--- config.mk ---
export PLATFORM = sky130hd
export DESIGN_NAME = debounced_long_press_mode_cycler_top
export DESIGN_NICKNAME = d
export VERILOG_FILES = /design/src/rtl/dlpmc_pkg.sv /design/src/rtl/dlpmc_step.sv /design/src/rtl/debounced_long_press_mode_cycler_top.sv
export SDC_FILE = /design/constraint.sdc
export NUM_CORES = 1
export LEC_CHECK = 0
export ABC_CLOCK_PERIOD_IN_PS = 5700
export BUFFER_PORTS_ARGS = -buffer_cell sky130_fd_sc_hd__buf_2
export CAP_MARGIN = 20
export CORE_ASPECT_RATIO = 0.6
export CORE_MARGIN = 5
export CORE_UTILIZATION = 40
export CTS_CLUSTER_DIAMETER = 150
export DETAILED_ROUTE_END_ITERATION = 12
export GPL_ROUTABILITY_DRIVEN = 0
export HOLD_SLACK_MARGIN = 0.05
export SYNTH_ARGS = -nofsm -noshare
export SYNTH_HDL_FRONTEND = slang
export SYNTH_SLANG_ARGS = --single-unit
--- constraint.sdc ---
create_clock -name clk -period 5.7 [get_ports clk]
set_clock_uncertainty 0.15 [all_clocks]
set_input_delay 1.425 -clock clk [delete_from_list [all_inputs] [get_ports clk]]
set_output_delay 1.425 -clock clk [all_outputs]
set_load 0.05 [all_outputs]
--- src/rtl/dlpmc_pkg.sv ---
// ----------------------------------------------------------------------------
// dlpmc_pkg
// Shared types and constants for the debounced long-press mode cycler.
// ----------------------------------------------------------------------------
package dlpmc_pkg;

    localparam int CFG_INDEX_W = 2;
    localparam int CFG_DATA_W  = 16;

    localparam logic [CFG_INDEX_W-1:0] CFG_DEBOUNCE_COUNT = 2'd0;
    localparam logic [CFG_INDEX_W-1:0] CFG_MIN_PRESS      = 2'd1;

    localparam logic [7:0]  DEBOUNCE_RESET  = 8'd15;
    localparam logic [15:0] MIN_PRESS_RESET = 16'd27;
    localparam logic [7:0]  AGREE_MAX       = 8'hFF;
    localparam logic [15:0] PRESS_MAX       = 16'hFFFF;

    typedef enum logic [1:0] {
        MODE_OFF     = 2'd0,
        MODE_BINARY  = 2'd1,
        MODE_STOPPED = 2'd2,
        MODE_ASCII   = 2'd3
    } mode_t;

    typedef struct packed {
        logic        previous_sample;
        logic [7:0]  agree_count;
        logic        level;
        logic [15:0] press_ticks;
        mode_t       mode_state;
    } state_t;

    typedef struct packed {
        logic [7:0]  debounce_count;
        logic [15:0] min_press;
    } cfg_t;

    typedef struct packed {
        logic  debounced_level;
        mode_t mode;
        logic  mode_advanced;
        logic  binary_enable;
        logic  ascii_enable;
    } result_t;

endpackage

--- src/rtl/dlpmc_step.sv ---
// ----------------------------------------------------------------------------
// dlpmc_step
// One sample tick: debouncer, press counter and mode advance, all
// combinational from the current state and the sample.
// ----------------------------------------------------------------------------
module dlpmc_step
    import dlpmc_pkg::*;
(
    input  state_t  state,
    input  cfg_t    cfg,
    input  logic    sample,
    output state_t  state_next,
    output result_t result
);

    logic [7:0] agree_base;
    logic [8:0] agree_inc;
    logic [7:0] agree_sat;
    logic       flip;
    logic       counting;
    logic       bump;
    logic       released;
    logic       level_new;
    logic [15:0] press_new;
    logic       advance;

    always_comb
    begin
        // Agreement run restarts on any change of the raw sample.
        agree_base = (sample != state.previous_sample) ? 8'd0 : state.agree_count;
        agree_inc  = {1'b0, agree_base} + 9'd1;
        agree_sat  = agree_inc[8] ? AGREE_MAX : agree_inc[7:0];
        flip       = (agree_sat >= cfg.debounce_count);
        // Only samples that disagree with the level run the counter.
        counting   = (sample != state.level);

        level_new = (counting && flip) ? sample : state.level;
        released  = counting && flip && !sample;
        bump      = sample && (state.level || flip);

        press_new = state.press_ticks;
        if (bump && (state.press_ticks != PRESS_MAX))
        begin
            press_new = state.press_ticks + 16'd1;
        end

        advance = !level_new && released && (press_new >= cfg.min_press);

        state_next.previous_sample = sample;
        state_next.agree_count     = counting ? (flip ? 8'd0 : agree_sat) : agree_base;
        state_next.level           = level_new;
        state_next.press_ticks     = level_new ? press_new : 16'd0;
        state_next.mode_state      = advance ? mode_t'(state.mode_state + 2'd1)
                                             : state.mode_state;

        result.debounced_level = level_new;
        result.mode            = state_next.mode_state;
        result.mode_advanced   = advance;
        result.binary_enable   = (state_next.mode_state == MODE_BINARY);
        result.ascii_enable    = (state_next.mode_state == MODE_ASCII);
    end

endmodule

--- src/rtl/debounced_long_press_mode_cycler_top.sv ---
// ----------------------------------------------------------------------------
// debounced_long_press_mode_cycler_top
// Button debouncer with press-length qualified mode cycling.
// ----------------------------------------------------------------------------
// Usage:
//   Input channel (in_valid/in_ready/raw_sample): one word per sample tick
//   of the raw button pin, 1 = pressed.
//   Output channel (out_valid/out_ready/...): exactly one word per input
//   word, carrying the debounced level, the current mode (off, binary
//   stream, stopped, ascii stream), a one-tick mode_advanced flag and the
//   two stream enables decoded from the mode.
//   Config port (cfg_we/cfg_index/cfg_wdata): index 0 debounce_count,
//   index 1 min_press; other indexes are ignored. Write only while idle.
// Timing:
//   Sample is captured in an input register, then one short pass of
//   counter/compare logic updates the state and loads the result register.
//   An accepted sample passes the input register and then the result
//   register; throughput is one word per cycle while out_ready is high.
//   When the receiver stalls, the result register and input register hold;
//   in_ready drops only once both are full.
// Reset:
//   Debouncer released, counters zero, mode off, debounce_count 15,
//   min_press 27, both channels empty.
// ----------------------------------------------------------------------------
module debounced_long_press_mode_cycler_top
    import dlpmc_pkg::*;
(
    input  logic                   clk,
    input  logic                   rst_n,
    input  logic                   cfg_we,
    input  logic [CFG_INDEX_W-1:0] cfg_index,
    input  logic [CFG_DATA_W-1:0]  cfg_wdata,
    input  logic                   in_valid,
    output logic                   in_ready,
    input  logic                   raw_sample,
    output logic                   out_valid,
    input  logic                   out_ready,
    output logic                   debounced_level,
    output logic [1:0]             mode,
    output logic                   mode_advanced,
    output logic                   binary_enable,
    output logic                   ascii_enable
);

    cfg_t    cfg_reg;
    state_t  state_reg;
    state_t  state_next;
    result_t result_next;
    result_t result_reg;
    logic    in_valid_reg;
    logic    sample_reg;
    logic    out_valid_reg;
    logic    out_load;
    logic    in_load;

    // Result register frees up when empty or being drained this cycle.
    assign out_load = in_valid_reg && (!out_valid_reg || out_ready);
    assign in_ready = !in_valid_reg || out_load;
    assign in_load  = in_valid && in_ready;

    dlpmc_step u_step (
        .state      (state_reg),
        .cfg        (cfg_reg),
        .sample     (sample_reg),
        .state_next (state_next),
        .result     (result_next)
    );

    always_ff @(posedge clk or negedge rst_n)
    begin
        if (!rst_n)
        begin
            cfg_reg.debounce_count <= DEBOUNCE_RESET;
            cfg_reg.min_press      <= MIN_PRESS_RESET;
        end
        else if (cfg_we)
        begin
            unique case (cfg_index)
                CFG_DEBOUNCE_COUNT: cfg_reg.debounce_count <= cfg_wdata[7:0];
                CFG_MIN_PRESS:      cfg_reg.min_press      <= cfg_wdata[15:0];
                default:            ;
            endcase
        end
    end

    // Control: valid flags and the tick state.
    always_ff @(posedge clk or negedge rst_n)
    begin
        if (!rst_n)
        begin
            in_valid_reg  <= 1'b0;
            out_valid_reg <= 1'b0;
            state_reg     <= '{previous_sample: 1'b0, agree_count: 8'd0, level: 1'b0,
                               press_ticks: 16'd0, mode_state: MODE_OFF};
        end
        else
        begin
            if (in_ready)
            begin
                in_valid_reg <= in_valid;
            end
            if (out_load)
            begin
                out_valid_reg <= 1'b1;
                state_reg     <= state_next;
            end
            else if (out_ready)
            begin
                out_valid_reg <= 1'b0;
            end
        end
    end

    // Payload registers, no reset needed.
    always_ff @(posedge clk)
    begin
        if (in_load)
        begin
            sample_reg <= raw_sample;
        end
        if (out_load)
        begin
            result_reg <= result_next;
        end
    end

    assign out_valid       = out_valid_reg;
    assign debounced_level = result_reg.debounced_level;
    assign mode            = result_reg.mode;
    assign mode_advanced   = result_reg.mode_advanced;
    assign binary_enable   = result_reg.binary_enable;
    assign ascii_enable    = result_reg.ascii_enable;

endmodule

# ---- Word-level counts from Yosys, hierarchy flattened
# Index checks and enable logic that the tools add are counted.
dict set report word_totals {
  n_memories 0
  elab_cells 55
  out_inout_bits 8
  latch_bits 0
  romBits 0
  in_bits 24
  mem_bits_rw 0
  regBits 61
}
dict set report op_classes {
  add_sub_neg 3
  mux 10
  n_div 0
  bitwise_logic 0
  n_reduce_logical 19
  n_eq_ne 6
  shift 0
  n_lt_le_gt_ge 2
  multipliers 0
}
# cell count
set ops {}
lappend ops {{$mux W16} 2}
lappend ops {{$mux W8} 4}
lappend ops {{$add A16 B1 Y16 const B} 1}
lappend ops {{$ge A16 B16 Y1} 1}
lappend ops {{$ne A16 B16 Y1 const B} 1}
lappend ops {{$add A8 B1 Y9 const B} 1}
lappend ops {{$ge A8 B8 Y1} 1}
lappend ops {{$logic_and A1 B1 Y1} 8}
lappend ops {{$eq A2 B1 Y1 const B} 2}
lappend ops {{$logic_not A1 Y1} 4}
lappend ops {{$reduce_and A2 Y1} 2}
lappend ops {{$logic_or A1 B1 Y1} 3}
lappend ops {{$mux W1} 3}
lappend ops {{$add A2 B1 Y2 const B} 1}
lappend ops {{$eq A2 B2 Y1 const B} 1}
lappend ops {{$logic_not A2 Y1} 1}
lappend ops {{$mux W2} 1}
lappend ops {{$ne A1 B1 Y1} 2}
lappend ops {{$reduce_bool A2 Y1} 1}

# ---- Longest topological paths before layout
dict set report logic_depth {
  depth_word 13
  ltp_mapped 26
  ltp_nobuf 24
}

# ---- Hierarchy
# Synthesis repeated with hierarchy kept, for this count alone.
dict set report unflattened {
  cells_unflattened 362
  hier_area_um2 3960.0
}
# mod instances area_each_um2 cells_each seq_area_each_um2
set modules_own_cells {}
lappend modules_own_cells {debounced_long_press_mode_cycler_top 1 2311.0 126 1571.5}
lappend modules_own_cells {dlpmc_step 1 1649.1 236 0.0}

# ---- Worst setup path after synthesis
# OpenSTA, ideal clock, no wires.
dict set report synth_path {
  path_kind {register to register}
  from {register sample_reg}
  to {register result_reg (netlist bit ascii_enable), data pin}
  setup_ns 0.262
  arrival_ns 4.806
  n_path_buf 3
  stages_incl_launch_ff 24
  required_ns 5.288
  setup_slack_ns 0.483
  synth_period_minus_slack_ns 5.217
  cell_sequence {edfxtp_1 buf_2 xnor2_2 nand2_1 inv_1 ha_1 nand3_1 or3_1 clkbuf_1 o21ai_0 ha_1 o21a_1 a21oi_1 a211o_2 a31oi_4 buf_4 mux2_1 ha_1 a21o_1 nand3_1 a2111oi_0 o211a_1 xnor2_1 nor2b_1}
}
# item line
set synth_rtl {}
lappend synth_rtl {{from (decl)} debounced_long_press_mode_cycler_top.sv:51} ;# logic sample_reg;
lappend synth_rtl {{from (signal assigned)} debounced_long_press_mode_cycler_top.sv:119} ;# sample_reg <= raw_sample;
lappend synth_rtl {{to (signal assigned)} debounced_long_press_mode_cycler_top.sv:123} ;# result_reg <= result_next;
lappend synth_rtl {{to (decl)} debounced_long_press_mode_cycler_top.sv:49} ;# result_t result_reg;

==> reports/metrics.csv <==
metric,value,unit
max_freq,0.188,GHz
fillers,908,
dp_hpwl,6240,um
clock_latency,0.33,ns
leakage,2.03,nW
ff2ff_setup_slack,0.39,ns
whs_endpoint,out_valid$_DFFE_PN0P_,
wl_met1,4670,um
holdCritPathClass,flip-flop to flip-flop,
grt_max_degree,55,
hold_start,in_valid_reg$_DFFE_PN0N_,
nets,470,
hold_viol,0,
hold_depth,1,
diodes,0,
portBuffers,31,
drt_iter0_markers,244,
yosysWarnings,0,
synth_area,3710,um^2
synth_edf_count,7,
crit_path_end_kind,flip-flop,
maxSlewHeadroom,0.394,
total_power,0.00136,W
multi_input_area,1970,um^2
drv_slew,0,
grt_pass1_vias,2759,
grt_overflow,0,
ys_ff_latch,61,
clockBufferDepth,2,
synth_cells,378,
critPathRequiredTime,5.63,ns
final_antenna_net_count,0,
layout.cells.non_filler,541,
top_layer_used,met4,
r2r_cells,21,
antenna_found_initial,0,
fp.coreArea,9120,um^2
floorplan.initialDensity,0.406,
path_clk_slew,0.05,ns
maxCapViolations,0,
drtPass1Iterations,5,
synth_area_leaders,"dfrtp_1, ha_1, dfstp_2",
via_count,2853,
start_kind,flip-flop,
rsz0062_at_grt,no,
drt-wirelength-per-cell,15.7,um
cts_root_buf,clkbuf_16,
grt_first_pass_wirelength,14300,um
finalWirelength,8510,um
layout-drive-gt1-share,0.228,
die_w,134,um
ys.flop_type,dfrtp_1,
wl_met2,3080,um
syn_nets,428,
mostFrequentLayoutCells,"dfrtp_1, nand2_1, inv_1",
cts_tree,yes,
syn_avg_cell_area,9.80,um^2
dieArea,11400,um^2
pwr_density_cell,314,nW/um^2
layout_commonest_cell,dfrtp_1,
cts.sink_count,61,
outcome,"finished, final reports clean",
syn2layout_area_growth,16.6,%
crit_arrival,5.24,ns
cts_buffers,9,
track_usage,0.160,
synth-seq-area-share,0.424,
via_per_inst,5.27,
ir_drop,0.147,mV
async_flop_share,0.885,
rr_endpoint,mode[1]$_DFFE_PP_,
largest_register_ffs,28,
register_area,1570,um^2
placementRows,27,
setup_viol_count_final,0,
reg2reg_from,state_reg[27]$_DFFE_PN0P_,
cts_max_level,3,
synth_top_area_cell,dfrtp_1,
crit_path_max_fanout,10,
io_pins,32,
wl_met3,599,um
synth_top_area_share,0.311,
crit_type,flip-flop to flip-flop,
drc_errors,0,
holdBufCountCts,0,
worstMarginPinSlew,0.906,ns
final.period_utilization,0.931,
fp.dieH,84.6,um
ys_types,60,
dp.cells,519,
min_period,5.31,ns
cells in the mapped netlist (all sizes together), types with 2 or more instances:
master,n
nand3,13
a32o,2
a211oi,3
clkbuf,8
nor2,16
a31o,2
dfstp,8
a31oi,9
a22o,6
o22ai,2
dfrtp,46
nor3,3
mux2,18
o211a,2
xnor2,19
inv,38
edfxtp,7
or3,5
xor2,6
and3,3
and2,3
nand2,44
buf,3
ha,26
a21o,3
nor2b,4
or4,2
nand4,10
o21ai,25
a21oi,15
nand3b,3
o21a,2
nand2b,7
o2111ai,2
cells by family after synthesis:
kind of cell / after synthesis / synth area share
AOI/OAI and AO/OA: 80 / 0.148
xor gates and xnor gates: 25 / 0.0611
adders and majority gates: 26 / 0.0878
buffers and inverters: 49 / 0.0513
DFF: 61 / 0.424
muxes: 19 / 0.0584
and+or+nand+nor: 118 / 0.169
critical path, cell delays in order (launching register included):
cell	delay (ns)
dfrtp_1	0.45
xnor2_4	0.22
nand2_1	0.11
inv_1	0.07
ha_1	0.20
nand3_1	0.20
or3_4	0.48
o21ai_0	0.14
ha_1	0.24
o21a_1	0.14
a21oi_1	0.06
a211o_2	0.36
a31oi_4	0.30
buf_4	0.18
nand4_1	0.17
xnor2_1	0.18
ha_1	0.30
a21oi_1	0.10
a2111oi_1	0.42
o211a_1	0.34
nand2_1	0.10
xnor2_1	0.13
final cells by class:
cell class                      instances  area share
Timing Repair Buffer                   42      0.0550
Clock buffer                           14      0.0565
Multi-Input combinational cell        268       0.456
Clock inverter                          2     0.00232
Tap cell                              116      0.0336
Sequential cell                        61       0.364
Inverter                               38      0.0330
repair_timing:
action                                  in CTS  in global routing
buffers inserted                             0                  6
pin swaps                                    1                  3
gates resized for setup                      0                  4
endpoints found under the setup margin       3                  7
worst max path at each step:
stage / slack, ns / cells past startpoint / endpoint / start
after floorplan: 0.48 / 23 / ascii_enable$_DFFE_PP_ / sample_reg$_DFFE_PP_
after global placement: 0.14 / 22 / ascii_enable$_DFFE_PP_ / sample_reg$_DFFE_PP_
after detailed placement: -0.01 / 22 / ascii_enable$_DFFE_PP_ / sample_reg$_DFFE_PP_
after CTS: 0.02 / 22 / ascii_enable$_DFFE_PP_ / sample_reg$_DFFE_PP_
after global routing: 0.02 / 22 / mode[1]$_DFFE_PP_ / state_reg[27]$_DFFE_PN0P_
final: 0.39 / 21 / mode[1]$_DFFE_PP_ / state_reg[27]$_DFFE_PN0P_
through the flow:
stage	instance area, um^2	utilization	TNS, ns	hold WS, ns	worst slack (ns)
after global routing	4320	0.474	0	0.369	0.0234
after global placement	4000	0.438	0	0.334	0.141
after CTS	4250	0.466	0	0.357	0.0157
after detailed placement	4000	0.438	-0.00999	0.337	-0.00999
after floorplan	3710	-	0	0.307	0.483
final	4320	0.474	0	0.352	0.391
routing by layer:
metal / GRT usage / vias up
met2: 0.200 / 83
met3: 0.0539 / 17
li1: - / 1415
met5: 0 / -
met1: 0.252 / 1338
met4: 0.0499 / 0
power by group:
part / switching (W) / internal [W] / total (W)
combinational: 0.000205 / 0.000140 / 0.000345
clock: 0.000178 / 0.000292 / 0.000471
sequential: 0.0000392 / 0.000503 / 0.000542
total: 0.000422 / 0.000936 / 0.00136
(Power assumes the default switching activity.)
